File: src/sv/hkrm_pkg.sv
// Shared types and constants of the held key report merger.
`default_nettype none

package hkrm_pkg;

   localparam int KEY_SLOTS = 6;

   localparam logic [1:0] CMD_PRESS   = 2'd0;
   localparam logic [1:0] CMD_RELEASE = 2'd1;
   localparam logic [1:0] CMD_CLEAR   = 2'd2;

   localparam logic [2:0] STATUS_APPLIED    = 3'd0;
   localparam logic [2:0] STATUS_NO_CHANGE  = 3'd1;
   localparam logic [2:0] STATUS_BAD_SOURCE = 3'd2;
   localparam logic [2:0] STATUS_BAD_REPORT = 3'd3;
   localparam logic [2:0] STATUS_ROLLOVER   = 3'd4;

   typedef struct packed {
      logic [1:0] cmd;
      logic [7:0] source;
      logic       report_valid;
      logic [7:0] in_modifier;
      logic       in_fn_key;
      logic [7:0] in_key0;
      logic [7:0] in_key1;
      logic [7:0] in_key2;
      logic [7:0] in_key3;
      logic [7:0] in_key4;
      logic [7:0] in_key5;
      logic [7:0] in_single_key;
   } req_type;

   typedef struct packed {
      logic [2:0] status;
      logic [7:0] out_modifier;
      logic       out_fn_key;
      logic [7:0] out_key0;
      logic [7:0] out_key1;
      logic [7:0] out_key2;
      logic [7:0] out_key3;
      logic [7:0] out_key4;
      logic [7:0] out_key5;
      logic       held_updated;
      logic       snapshot_differs;
      logic       now_empty;
   } rsp_type;

   typedef struct packed {
      logic [7:0]                 single_key;
      logic                       fn_key;
      logic [7:0]                 modifier;
      logic [KEY_SLOTS-1:0][7:0]  keys;
   } held_entry_type;

   typedef struct packed {
      logic       init;
      logic       put;
      logic [7:0] key;
   } acc_cmd_type;

endpackage

`default_nettype wire

File: src/sv/hkrm_key_acc.sv
// Snapshot key accumulator: appends one key per cycle with duplicate check and overflow.
`default_nettype none

module hkrm_key_acc (
   input  wire logic                                  clock,
   input  wire logic                                  reset,
   input  wire hkrm_pkg::acc_cmd_type                 acc_cmd,
   output logic [hkrm_pkg::KEY_SLOTS-1:0][7:0]        acc_keys,
   output logic                                       acc_overflow
);
   import hkrm_pkg::*;

   logic [KEY_SLOTS-1:0][7:0] keys_ff, keys_in;
   logic [2:0]                count_ff, count_in;
   logic                      overflow_ff, overflow_in;
   logic                      match;

   always_comb begin
      match = 1'b0;
      for (int i = 0; i < KEY_SLOTS; i++) begin
         if (keys_ff[i] == acc_cmd.key) begin
            match = 1'b1;
         end
      end
   end

   always_comb begin
      keys_in     = keys_ff;
      count_in    = count_ff;
      overflow_in = overflow_ff;
      if (acc_cmd.init) begin
         keys_in     = '0;
         count_in    = '0;
         overflow_in = 1'b0;
      end else if (acc_cmd.put && (acc_cmd.key != 8'd0) && !match) begin
         if (count_ff == 3'(KEY_SLOTS)) begin
            overflow_in = 1'b1;
         end else begin
            for (int i = 0; i < KEY_SLOTS; i++) begin
               if (count_ff == 3'(i)) begin
                  keys_in[i] = acc_cmd.key;
               end
            end
            count_in = count_ff + 3'd1;
         end
      end
   end

   always_ff @(posedge clock) begin
      if (reset) begin
         keys_ff     <= '0;
         count_ff    <= '0;
         overflow_ff <= 1'b0;
      end else begin
         keys_ff     <= keys_in;
         count_ff    <= count_in;
         overflow_ff <= overflow_in;
      end
   end

   assign acc_keys     = keys_ff;
   assign acc_overflow = overflow_ff;

endmodule

`default_nettype wire

File: src/sv/held_key_report_merger_core.sv
// Top level of the held key report merger: command sequencer, held report store and snapshot.
// Usage:
// A command beat is taken at a rising edge with start high and busy low; it carries
// press, release or clear for one source. Every command gives exactly one result beat,
// shown for one cycle with rsp_valid high; the receiver cannot hold it off.
// Commands that are refused or need no merge (bad source, bad report, no change, clear)
// answer in the cycle after acceptance and leave busy low.
// An applied press or release re-merges all sources through one shared key
// accumulator: an idle source is only looked up, an active source passes a read of
// the held store, six key slots, then the legacy key and modifiers, and a commit
// step ends the merge. Busy stays high until the result follows. The accumulator
// takes one key per cycle.
// Every result carries the current snapshot, after the command.
// Reset clears all active flags and the snapshot; the held store needs no clearing,
// since only active entries are ever used.
`default_nettype none

module held_key_report_merger_core #(
   parameter int SOURCES = 8
) (
   input  wire logic              clock,
   input  wire logic              reset,
   input  wire logic              start,
   output logic                   busy,
   input  wire hkrm_pkg::req_type req_data,
   output logic                   rsp_valid,
   output hkrm_pkg::rsp_type      rsp_data
);
   import hkrm_pkg::*;

   localparam int SRC_W = (SOURCES > 1) ? $clog2(SOURCES) : 1;

   typedef enum logic [2:0] {
      S_IDLE,
      S_READ,
      S_SLOT,
      S_LEGACY,
      S_FINISH
   } state_type;

   state_type                 state_ff, state_in;
   req_type                   req_ff, req_in;
   logic [SRC_W-1:0]          walk_ff, walk_in;
   logic [2:0]                slot_ff, slot_in;
   logic [SOURCES-1:0]        active_ff, active_in;
   logic [7:0]                snap_mod_ff, snap_mod_in;
   logic                      snap_fn_ff, snap_fn_in;
   logic [KEY_SLOTS-1:0][7:0] snap_keys_ff, snap_keys_in;
   logic [7:0]                acc_mod_ff, acc_mod_in;
   logic                      acc_fn_ff, acc_fn_in;
   logic                      rsp_valid_ff, rsp_valid_in;
   rsp_type                   rsp_ff, rsp_in;

   held_entry_type            held_mem [SOURCES];
   held_entry_type            rd_entry_ff;
   held_entry_type            req_entry;
   held_entry_type            entry;
   logic                      mem_we;
   logic                      mem_rd_en;

   acc_cmd_type               acc_cmd;
   logic [KEY_SLOTS-1:0][7:0] acc_keys;
   logic                      acc_overflow;

   logic [SRC_W-1:0]          in_idx;
   logic [SRC_W-1:0]          s_idx;
   logic                      src_ok;
   logic                      usable;
   logic                      is_press;
   logic                      walk_last;
   logic                      cand_active;
   logic                      respond;
   logic [2:0]                status;
   logic                      st_ch;
   logic                      rep_ch;
   logic                      emp;

   hkrm_key_acc u_acc (
      .clock        (clock),
      .reset        (reset),
      .acc_cmd      (acc_cmd),
      .acc_keys     (acc_keys),
      .acc_overflow (acc_overflow)
   );

   assign in_idx    = req_data.source[SRC_W-1:0];
   assign s_idx     = req_ff.source[SRC_W-1:0];
   assign src_ok    = req_data.source < 8'(SOURCES);
   assign is_press  = req_ff.cmd == CMD_PRESS;
   assign walk_last = walk_ff == SRC_W'(SOURCES - 1);
   assign usable    = req_data.report_valid &&
                      ((req_data.in_modifier != 8'd0) || req_data.in_fn_key ||
                       (req_data.in_single_key != 8'd0) ||
                       ({req_data.in_key0, req_data.in_key1, req_data.in_key2,
                         req_data.in_key3, req_data.in_key4, req_data.in_key5} != 48'd0));

   assign req_entry.single_key = req_ff.in_single_key;
   assign req_entry.fn_key     = req_ff.in_fn_key;
   assign req_entry.modifier   = req_ff.in_modifier;
   assign req_entry.keys       = {req_ff.in_key5, req_ff.in_key4, req_ff.in_key3,
                                  req_ff.in_key2, req_ff.in_key1, req_ff.in_key0};

   assign entry       = (walk_ff == s_idx) ? req_entry : rd_entry_ff;
   assign cand_active = (walk_ff == s_idx) ? is_press : active_ff[walk_ff];

   always_comb begin
      state_in     = state_ff;
      req_in       = req_ff;
      walk_in      = walk_ff;
      slot_in      = slot_ff;
      active_in    = active_ff;
      snap_mod_in  = snap_mod_ff;
      snap_fn_in   = snap_fn_ff;
      snap_keys_in = snap_keys_ff;
      acc_mod_in   = acc_mod_ff;
      acc_fn_in    = acc_fn_ff;
      acc_cmd      = '0;
      mem_we       = 1'b0;
      mem_rd_en    = 1'b0;
      respond      = 1'b0;
      status       = STATUS_NO_CHANGE;
      st_ch        = 1'b0;
      rep_ch       = 1'b0;
      emp          = 1'b0;

      unique case (state_ff)
         S_IDLE: begin
            acc_cmd.init = 1'b1;
            acc_mod_in   = '0;
            acc_fn_in    = 1'b0;
            if (start) begin
               req_in  = req_data;
               respond = 1'b1;
               case (req_data.cmd) inside
                  CMD_PRESS, CMD_RELEASE: begin
                     if (!src_ok) begin
                        status = STATUS_BAD_SOURCE;
                     end else if ((req_data.cmd == CMD_PRESS) && !usable) begin
                        status = STATUS_BAD_REPORT;
                     end else if ((req_data.cmd == CMD_PRESS) == active_ff[in_idx]) begin
                        status = STATUS_NO_CHANGE;
                     end else begin
                        respond  = 1'b0;
                        walk_in  = '0;
                        state_in = S_READ;
                     end
                  end
                  CMD_CLEAR: begin
                     if (|active_ff) begin
                        active_in    = '0;
                        snap_mod_in  = '0;
                        snap_fn_in   = 1'b0;
                        snap_keys_in = '0;
                        status       = STATUS_APPLIED;
                        st_ch        = 1'b1;
                        rep_ch       = (snap_mod_ff != 8'd0) || snap_fn_ff ||
                                       (snap_keys_ff != '0);
                        emp          = 1'b1;
                     end
                  end
                  default: begin
                     status = STATUS_NO_CHANGE;
                  end
               endcase
            end
         end
         S_READ: begin
            mem_rd_en = 1'b1;
            if (cand_active) begin
               slot_in  = '0;
               state_in = S_SLOT;
            end else if (walk_last) begin
               state_in = S_FINISH;
            end else begin
               walk_in = walk_ff + SRC_W'(1);
            end
         end
         S_SLOT: begin
            acc_cmd.put = 1'b1;
            acc_cmd.key = entry.keys[slot_ff];
            if (slot_ff == 3'(KEY_SLOTS - 1)) begin
               state_in = S_LEGACY;
            end else begin
               slot_in = slot_ff + 3'd1;
            end
         end
         S_LEGACY: begin
            acc_cmd.put = entry.keys == '0;
            acc_cmd.key = entry.single_key;
            acc_mod_in  = acc_mod_ff | entry.modifier;
            acc_fn_in   = acc_fn_ff | entry.fn_key;
            if (walk_last) begin
               state_in = S_FINISH;
            end else begin
               walk_in  = walk_ff + SRC_W'(1);
               state_in = S_READ;
            end
         end
         S_FINISH: begin
            respond  = 1'b1;
            state_in = S_IDLE;
            if (acc_overflow) begin
               status = STATUS_ROLLOVER;
            end else begin
               status           = STATUS_APPLIED;
               mem_we           = is_press;
               active_in[s_idx] = is_press;
               snap_mod_in      = acc_mod_ff;
               snap_fn_in       = acc_fn_ff;
               snap_keys_in     = acc_keys;
               st_ch            = 1'b1;
               rep_ch           = {acc_mod_ff, acc_fn_ff, acc_keys} !=
                                  {snap_mod_ff, snap_fn_ff, snap_keys_ff};
               emp              = !is_press && (acc_mod_ff == 8'd0) && !acc_fn_ff &&
                                  (acc_keys == '0);
            end
         end
         default: begin
            state_in = S_IDLE;
         end
      endcase

      rsp_valid_in            = respond;
      rsp_in.status           = status;
      rsp_in.out_modifier     = snap_mod_in;
      rsp_in.out_fn_key       = snap_fn_in;
      rsp_in.out_key0         = snap_keys_in[0];
      rsp_in.out_key1         = snap_keys_in[1];
      rsp_in.out_key2         = snap_keys_in[2];
      rsp_in.out_key3         = snap_keys_in[3];
      rsp_in.out_key4         = snap_keys_in[4];
      rsp_in.out_key5         = snap_keys_in[5];
      rsp_in.held_updated     = st_ch;
      rsp_in.snapshot_differs = rep_ch;
      rsp_in.now_empty        = emp;
   end

   always_ff @(posedge clock) begin
      if (reset) begin
         state_ff     <= S_IDLE;
         req_ff       <= '0;
         walk_ff      <= '0;
         slot_ff      <= '0;
         active_ff    <= '0;
         snap_mod_ff  <= '0;
         snap_fn_ff   <= 1'b0;
         snap_keys_ff <= '0;
         acc_mod_ff   <= '0;
         acc_fn_ff    <= 1'b0;
         rsp_valid_ff <= 1'b0;
         rsp_ff       <= '0;
      end else begin
         state_ff     <= state_in;
         req_ff       <= req_in;
         walk_ff      <= walk_in;
         slot_ff      <= slot_in;
         active_ff    <= active_in;
         snap_mod_ff  <= snap_mod_in;
         snap_fn_ff   <= snap_fn_in;
         snap_keys_ff <= snap_keys_in;
         acc_mod_ff   <= acc_mod_in;
         acc_fn_ff    <= acc_fn_in;
         rsp_valid_ff <= rsp_valid_in;
         rsp_ff       <= rsp_in;
      end
   end

   always_ff @(posedge clock) begin
      if (mem_we) begin
         held_mem[s_idx] <= req_entry;
      end
      if (mem_rd_en) begin
         rd_entry_ff <= held_mem[walk_ff];
      end
   end

   assign busy      = state_ff != S_IDLE;
   assign rsp_valid = rsp_valid_ff;
   assign rsp_data  = rsp_ff;

endmodule

`default_nettype wire

File: config.mk
export PLATFORM = sky130hd
export DESIGN_NAME = held_key_report_merger_core
export DESIGN_NICKNAME = d
export VERILOG_FILES = /design/src/sv/hkrm_pkg.sv /design/src/sv/hkrm_key_acc.sv /design/src/sv/held_key_report_merger_core.sv
export SDC_FILE = /design/constraint.sdc
export NUM_CORES = 1
export LEC_CHECK = 0
export ABC_AREA = 1
export BUFFER_PORTS_ARGS = -buffer_cell sky130_fd_sc_hd__buf_2
export CAP_MARGIN = 20
export CORE_UTILIZATION = 55
export DETAILED_ROUTE_END_ITERATION = 8
export GPL_TIMING_DRIVEN = 1
export PLACE_DENSITY = 0.72
export RECOVER_POWER = 100
export SLEW_MARGIN = 20
export SYNTH_ARGS = -nofsm -noshare
export SYNTH_HDL_FRONTEND = slang
export SYNTH_SLANG_ARGS = --single-unit
export TNS_END_PERCENT = 1
File: constraint.sdc
create_clock -name clock -period 5.86 [get_ports clock]
set_input_delay 0.293 -clock clock [delete_from_list [all_inputs] [get_ports clock]]
set_output_delay 0.293 -clock clock [all_outputs]
set_load 0.02 [all_outputs]
# Word-level counts from Yosys, hierarchy flattened
# Memories as Yosys holds them, arrays and structs flattened. A register that Yosys moved wholly into a read port is not among the register bits.
# Cells that the tools add are included.
# word_totals
inputBits,79
ram_bits,520
register_bits,212
wordCells,234
n_memories,1
out_inout_bits,65
# classes
mux,95
bitwise_logic,3
n_reduce_logical,51
add_sub_neg,3
n_lt_le_gt_ge,6
eq_ne,37
# memory_table
memory,words,width,rd,rd_clocked_by_memory_dff,write_ports,line_no,rtl
held_mem,8,65,1,1,1,held_key_report_merger_core.sv:54,held_entry_type held_mem [SOURCES];
# ops
operator,n
$mux W48,5
$logic_not A48 Y1,2
$pmux W48 S2,1
$reduce_bool A48 Y1,2
$mux W65,1
$mux W3,21
$ne A57 B57 Y1,1
$mux W8,7
$eq A8 B8 Y1,6
$pmux W8 S2,3
$mux W1,39
$reduce_bool A8 Y1,4
$bmux W8 S3,1
$ne A2 B2 Y1 const B,12
$reduce_and A3 Y1,7
$eq A3 B3 Y1 const B,6
$pmux W9 S2,1
$lt A3 B4 Y1 const B,4
$reduce_and A7 Y1,2
$eq A3 B2 Y1 const B,4
$pmux W1 S2,6
$pmux W3 S2,2
$pmux W3 S4,1
$add A3 B1 Y3 const B,3
29 further kinds,54

# Longest topological paths before layout
# Gate-level depths: netlist (run 1).
# depth
depth_word,15
depth_mapped,28
depth_no_buf,24

# Cells and area by module
# From an unflattened synthesis (run 1), not the netlist that was laid out.
# unflattened
cells_unflattened,3409
area_unflattened_um2,33952.6
# modules_own_cells
mod,seq_area_each_um2,cells_per_inst,area_per_inst_um2,instances
held_key_report_merger_core,20769.9,2858,30548.0,1
hkrm_key_acc,1041.0,551,3404.5,1

# Least setup slack after synthesis (run 1)
# No wires, ideal clock.
# synth_timing
kind,flip-flop to flip-flop
startpoint,reg state_ff[0]
endpoint,mem held_mem[2][0] in the netlist's numbering (enable)
slack_ps,1392
setup_time_ps,490
t_required_ps,5370
arrival_time_ps,3978
n_path_buf,0
stages_incl_launch_ff,8
synth_period_minus_slack_ps,4468
path_cell_list,dfxtp_1 > nor2_1 > inv_1 > nor2_1 > inv_1 > nor2_1 > nand2_1 > nor2_1
# synth_between
elab_chain_len,4
# synth_rtl
element,line_no,rtl
start: declaration,held_key_report_merger_core.sv:41,"state_type state_ff, state_in;"
start signal: assignment,held_key_report_merger_core.sv:253,state_ff <= state_in;
$eq A3 B3 Y1,held_key_report_merger_core.sv:126,unique case (state_ff)
$mux W1,held_key_report_merger_core.sv:126,
$mux W1,held_key_report_merger_core.sv:269,if (mem_we) begin
$mux W1 (not written as such),held_key_report_merger_core.sv:270,held_mem[s_idx] <= req_entry;
end: declaration,held_key_report_merger_core.sv:54,
# No other way between the ends.

==> impl_results.md, run 1 <==
- Slew @ Worst Pin: 3630 ps
- Vias in the first global route: approximately 25000
- Clk_skew: 30.2 ps
- Initial core utilization: 55.7%
- Leakage power: ~14 nW
- Ports: 144
- Worst Path Required: 6340 ps
- Clock power share: 43.8%
- Global placer's final weighted congestion: 0.993
- Netlist cell types: 42
- DR DRC count: 0
- Final setup vio count: 0
- Seq pwr share: 52.6%
- Row cnt: 90
- Max-Cap Viols: 22
- Final slew viol count: about 1100
- Fin Hold WS: 30.7 ps
- Peak supply drop: 236 uV
- Commonest non-fill, non-tap cell in the layout: nor2_1
- Post-CTS setup buffers: 0
- Yosys reg bits: ~800
- P&R area growth vs syn: 12.7%
- Failing checks: max-capacitance violations, max-slew violations
- Later-pin clock latency in the skew report: 650 ps
- First-pass GRT wire length: 150 mm
- Mean Syn Cell Area: roughly 10 um^2
- Die Y-Extent: 249 um
- DIE WIDTH: 249 um
- Vias: between 20000 and 30000
- Routed length per instance: 22.9 um
- Max Fclk: 0.184 GHz
- Core Box Area: 60500 um^2
- Commonest non-fill, non-tap cells in the layout: nor2_1 (672), edfxtp_1 (585), nand2_1 (465), o21ai_0 (365), dfxtp_1 (211)
- Max clock buf depth: 3
- Fraction of layout cells with a size suffix above 1: 7.33%
- Final hold vios: 0
- YS warnings: 0
- H-tree level count: 3
- HPWL after DPL: between 50 and 60 mm
- Largest net degree at the start of global routing: 266
- CTS sink cnt: 797
- PD cells: between 300 and 400 nW/um^2
- CTS tree: yes
- Die Footprint: 62200 um^2
- Vias per inst: 6.07
- Reg clk slew, reported paths: 60 ps
- Int Pwr: 9.21 mW
- Syn Std Cell Area: 33700 um^2
- RSZ-0062 raised after global routing: no
- Critical path data arrival time: 5910 ps
- Top FF cell, synth: edfxtp_1
- DRT iter0 DRCs: 3080
- Post-synth EDFFs: about 590
- Gr ovfl total: 0
- Worst rel slew slack: -142%
- I/O Buffers: ~140
- Diodes inserted: 0
- Root Driver: clkbuf_16
- Net Sw Frac: approximately 22%
- Run status: complete, but fails checks
- Seq/Total Area, Yosys: 64.8%
- Combinational power share: 3.5%
- FFs w/ async S/R, synth: 0%
- Startpoint Class: flop
- DRT Wirelength: 99.0 mm
- CTS buffer count: 80
- Final period util: 92.7%
- Post-Syn Nets: 3442
- Final ANT Viol Nets: 0
- Final core utilization: 62.7%
- Class of the tightest hold or removal check: input pin to flop
- CP Class: flop to flop
- Psw: 2.59 mW
- Syn Inst Count: 3354
- Fin nets: approximately 3600
- Clock period minus worst slack: approximately 5400 ps
- Pre-antenna DRT Iters: 6
- Initial antenna violation count: 1
- Global Route Usage Sum: about a third
- CP Max Fanout: 67
- Worst Setup End Kind: flop
critical path, stage by stage, from the launching register on:
cell,delay (ps)
dfxtp_4,490
clkinvlp_2,160
clkbuf_4,710
clkbuf_1,2600
o21ai_0,590
o22ai_1,370
nor2_1,90
a31oi_1,200
routing by layer:
layer	track usage [%]	vias up	part of all wire, %
met1	44.5	12700	42
met5	0	-	0
met4	12.5	0	3.5
met2	49.5	1324	46
met3	5.02	242	8.8
li1	-	12000	-
kinds of logic (layout without fill, tap and decap cells):
family / after synthesis / count (layout) / share of synthesized area, %
simple gates: 1457 / 1457 / 18.2
flops: 797 / 797 / 64.8
compound gates: 673 / 673 / 10.8
buf+inv: 367 / 561 / 4.54
xor+xnor: 51 / 52 / 1.35
fa+ha+maj: 9 / 9 / 0.335
power by group through the flow:
| stage | clock network [mW] | registers [mW] | logic [mW] |
|---|---|---|---|
| after global routing | 5.44 | 6.22 | 0.454 |
| after CTS | 5.22 | 6.21 | 0.404 |
| after global placement | 0 | 6.32 | 0.368 |
| final | 5.17 | 6.21 | 0.415 |
| after floorplan | 0 | 6.28 | 0.246 |
| after detailed placement | 0 | 6.33 | 0.374 |
area by class of cell:
type                    count  area [um^2]
flip-flops and latches    797        21800
repair buffers            242         1480
fillers                  4856        22500
inverters                 171          649
multi-input cells        2191        10300
clock buffers             118         2300
clock inverters            30          373
well taps                 782          978
registers in the layout, indices dropped and copies added (netlist names):
signal,flops
acc_fn_ff,1
rsp_valid,1
slot_ff,3
active_ff,8
u_acc.count_ff,3
rd_entry_ff,65
req_ff,5
rsp_data,63
walk_ff,3
held_mem,520
u_acc.acc_overflow,1
req_entry,65
u_acc.acc_keys,48
state_ff,3
acc_mod_ff,8
cell usage after synthesis (2+ instances only):
library cell | number | area [um^2]
o211ai_2 | 2 | 25.0
o211ai_1 | 11 | 82.6
nor2_2 | 2 | 12.5
o21ai_1 | 5 | 25.0
nor3_1 | 16 | 80.1
buf_1 | 10 | 37.5
buf_4 | 13 | 97.6
ha_1 | 9 | 113
nand2_2 | 10 | 62.6
and2_1 | 3 | 18.8
o2111ai_1 | 2 | 17.5
nor4_1 | 47 | 294
nand4_1 | 77 | 482
a31oi_1 | 65 | 407
inv_2 | 6 | 22.5
a221oi_1 | 2 | 17.5
buf_6 | 11 | 124
xor2_1 | 21 | 184
o21ai_0 | 364 | 1820
o22ai_1 | 74 | 463
dfxtp_1 | 212 | 4240
a211oi_1 | 6 | 45.0
buf_2 | 16 | 80.1
nand2_1 | 465 | 1750
a21oi_1 | 138 | 691
inv_1 | 161 | 604
nand3_2 | 2 | 20.0
xnor2_1 | 29 | 254
clkinv_1 | 4 | 15.0
nor2_1 | 674 | 2530
clkbuf_1 | 146 | 548
nand3_1 | 146 | 731
nand3_4 | 4 | 70.1
nand3b_1 | 3 | 22.5
edfxtp_1 | 585 | 17600
nor3b_1 | 7 | 52.6
what timing repair did:
action	4_1_cts	5_1_grt
hold endpoints to repair	54	0
hold buffers	54	0
gates resized for setup	1	0
endpoints found under the setup margin	8	8
cloned	0	1
pin swaps	0	1
stage by stage:
step                      instances  setup TNS, ps  power [mW]  instance area (um^2)  setup WS [ps]
final                          4331              0        11.8                 37900            427
after global routing           4331              0        12.1                 37900            100
after CTS                      4328              0        11.8                 38200            395
after detailed placement       4126           -600        6.70                 35000          -85.8
after global placement         4126              0        6.69                 35000           28.0
after floorplan                3354              0        6.52                 33700           1390
path summary, 6_finish.rpt:
check,startpoint,endpoint,slack [ps],depth (start not counted)
min,req_data[51],req_entry[3],30,3
max,walk_ff[1],rd_entry_ff[28],430,7
min reg2reg,u_acc.acc_keys[0],rsp_data[43],480,2
max reg2reg,walk_ff[1],rd_entry_ff[28],430,7
(Power assumes the default switching activity.)
==> run 2, diff against run 1 <==
--- a/config.mk
+++ b/config.mk
@@ -9,6 +9,7 @@
 export BUFFER_PORTS_ARGS = -buffer_cell sky130_fd_sc_hd__buf_2
 export CAP_MARGIN = 20
 export CORE_UTILIZATION = 55
+export CTS_BUF_LIST = sky130_fd_sc_hd__clkbuf_4 sky130_fd_sc_hd__clkbuf_8
 export DETAILED_ROUTE_END_ITERATION = 8
 export GPL_TIMING_DRIVEN = 1
 export PLACE_DENSITY = 0.72
==> impl_results.md, run 2 (same netlist as run 1, synthesis figures left out) <==
- Worst Path Required: 6500 ps
- Peak supply drop: ~220 uV
- Final period util: 93.7%
- CTS sink cnt: 797
- Gr ovfl total: 0
- Vias: around 27000
- Fraction of layout cells with a size suffix above 1: 9.93%
- Leakage power: 14.2 nW
- Fin Hold WS: 115 ps
- Commonest non-fill, non-tap cells in the layout: nor2_1 (671), edfxtp_1 (585), nand2_1 (465), o21ai_0 (365), dfxtp_1 (210)
- Commonest non-fill, non-tap cell in the layout: nor2_1
- Bufs and invs on worst path: 3
- Psw: 2.66 mW
- Die Y-Extent: around 250 um
- Root Driver: clkbuf_8
- DRT Wirelength: around 100 mm
- HPWL after DPL: 59.5 mm
- Worst rel slew slack: -145%
- Largest net degree at the start of global routing: 266
- Clock period minus worst slack: 5490 ps
- Pre-antenna DRT Iters: 6
- Startpoint Class: flop
- Routed length per instance: 22.6 um
- DR DRC count: 0
- Seq pwr share: between 50 and 60%
- Final setup vio count: 0
- Critical path data arrival time: about 6100 ps
- Core Box Area: 60500 um^2
- Clk_skew: 41.8 ps
- Slew @ Worst Pin: 3670 ps
- Hold Path Depth: 7
- CP Max Fanout: 67
- PD cells: 306 nW/um^2
- RSZ-0062 raised after global routing: no
- Area of the multi-input gates: 10300 um^2
- Vias per inst: 6.02
- Global placer's final weighted congestion: 0.993
- Clock power share: between 40% and 50%
- CP Class: flop to flop
- Fin nets: 3643
- Global Route Usage Sum: 32.1%
- Die Footprint: 62200 um^2
- Initial core utilization: 55.7%
- Ports: 144
- Final hold vios: 0
- Max-Cap Viols: 22
- Reg clk slew, reported paths: 60 ps
- P&R area growth vs syn: 13.5%
- Fillers: 4888
- Worst Setup End Kind: flop
- Combinational power share: 3.7%
- Final ANT Viol Nets: 0
- Overall power: 11.7 mW
- Worst Hold End: state_ff[2]
- Reg2Reg Capture Point: rd_entry_ff[26]
- Net Sw Frac: between 20% and 30%
- First-pass GRT wire length: 151 mm
- Post-CTS setup buffers: 0
- Hold Path Origin: start
- Int Pwr: around 9 mW
- DIE WIDTH: roughly 250 um
- Worst path max stage delay: between 2000 and 3000 ps
- Register Area: 21800 um^2
- CTS tree: yes
- Failing checks: max-capacitance violations, max-slew violations
- Class of the tightest hold or removal check: input pin to flop
- Cell breakdown of the critical path: inv_4, clkbuf_4, clkbuf_1, o21ai_0, o22ai_1, nor2_1, a31oi_1
- Max FFs per register: 520
- Max Fclk: ~0.18 GHz
- Reg with most FFs: held_mem
- Crit-path slowest cell: clkbuf_1
- FF-to-FF Start: walk_ff[1]
- Row cnt: 90
- I/O Buffers: 143
- Later-pin clock latency in the skew report: 820 ps
- Reg2reg path depth: 7
- Max clock buf depth: 3
- Initial antenna violation count: 2
- H-tree level count: 4
- Run status: complete, but fails checks
- Final slew viol count: 1000
- Setup slack, reg-to-reg: 370 ps
- CTS buffer count: 131
- DRT iter0 DRCs: about 3000
- CP top delay family: buffers and inverters
- Vias in the first global route: 25700
## run 2: through the flow
stage | TNS (ps) | cells | instance area [um^2] | setup WS [ps] | util (%)
5_1_grt | 0 | 4439 | 38200 | 93.8 | 63.2
3_3_place_gp | 0 | 4126 | 35000 | 28.0 | 57.8
3_5_place_dp | -600 | 4126 | 35000 | -85.8 | 57.8
4_1_cts | 0 | 4434 | 38400 | 422 | 63.5
6_report | 0 | 4439 | 38200 | 367 | 63.2
2_1_floorplan | 0 | 3354 | 33700 | 1390 | -
## run 2: what timing repair did
item | 4_1_cts | 5_1_grt
endpoints found under the hold margin | 77 | 0
gates resized for setup | 1 | 0
hold buffers | 74 | 0
pin swaps | 0 | 1
gates cloned | 0 | 1
setup endpoints to repair | 8 | 8
## run 2: worst max path at each step
stage                      from                end  cells past startpoint
global route         walk_ff[1]    rd_entry_ff[26]                      7
detailed placement   walk_ff[2]  u_acc.acc_keys[6]                     15
floorplan           state_ff[0]     held_mem[2][0]                      7
global placement     walk_ff[2]  u_acc.acc_keys[3]                     15
finish               walk_ff[1]    rd_entry_ff[26]                      7
CTS                  walk_ff[2]  u_acc.acc_keys[2]                     16
## run 2: worst reg2reg max path, cell delays in order (launching register included)
cell	delay (ps)
dfxtp_2	600
inv_4	140
clkbuf_4	710
clkbuf_1	2630
o21ai_0	640
o22ai_1	330
nor2_1	80
a31oi_1	220
## run 2: layout make-up
class,count,area share [%]
flip-flops and latches,797,57.1
clock inverters,37,0.835
well taps,782,2.56
diodes,1,0.00655
multi-input cells,2191,27.0
inverters,171,1.70
clock buffers,197,6.26
repair buffers,263,4.48
## run 2: per-layer routing
layer | share of wire [%] | wire (um) | GRT usage (%) | vias up
met5 | 0 | 0 | 0 | -
met2 | 46 | 45800 | 50.0 | 1410
met4 | 3.5 | 3480 | 13.6 | 0
met3 | 9.3 | 9300 | 6.14 | 255
met1 | 41 | 41600 | 44.4 | 12900
li1 | - | - | - | 12100
## run 2: power by group through the flow
stage               Clock, mW  Sequential (mW)  Combinational (mW)
finish                   5.03             6.21               0.429
global route             5.32             6.22               0.467
CTS                      5.07             6.21               0.414
detailed placement          0             6.33               0.374
global placement            0             6.32               0.368
floorplan                   0             6.28               0.246
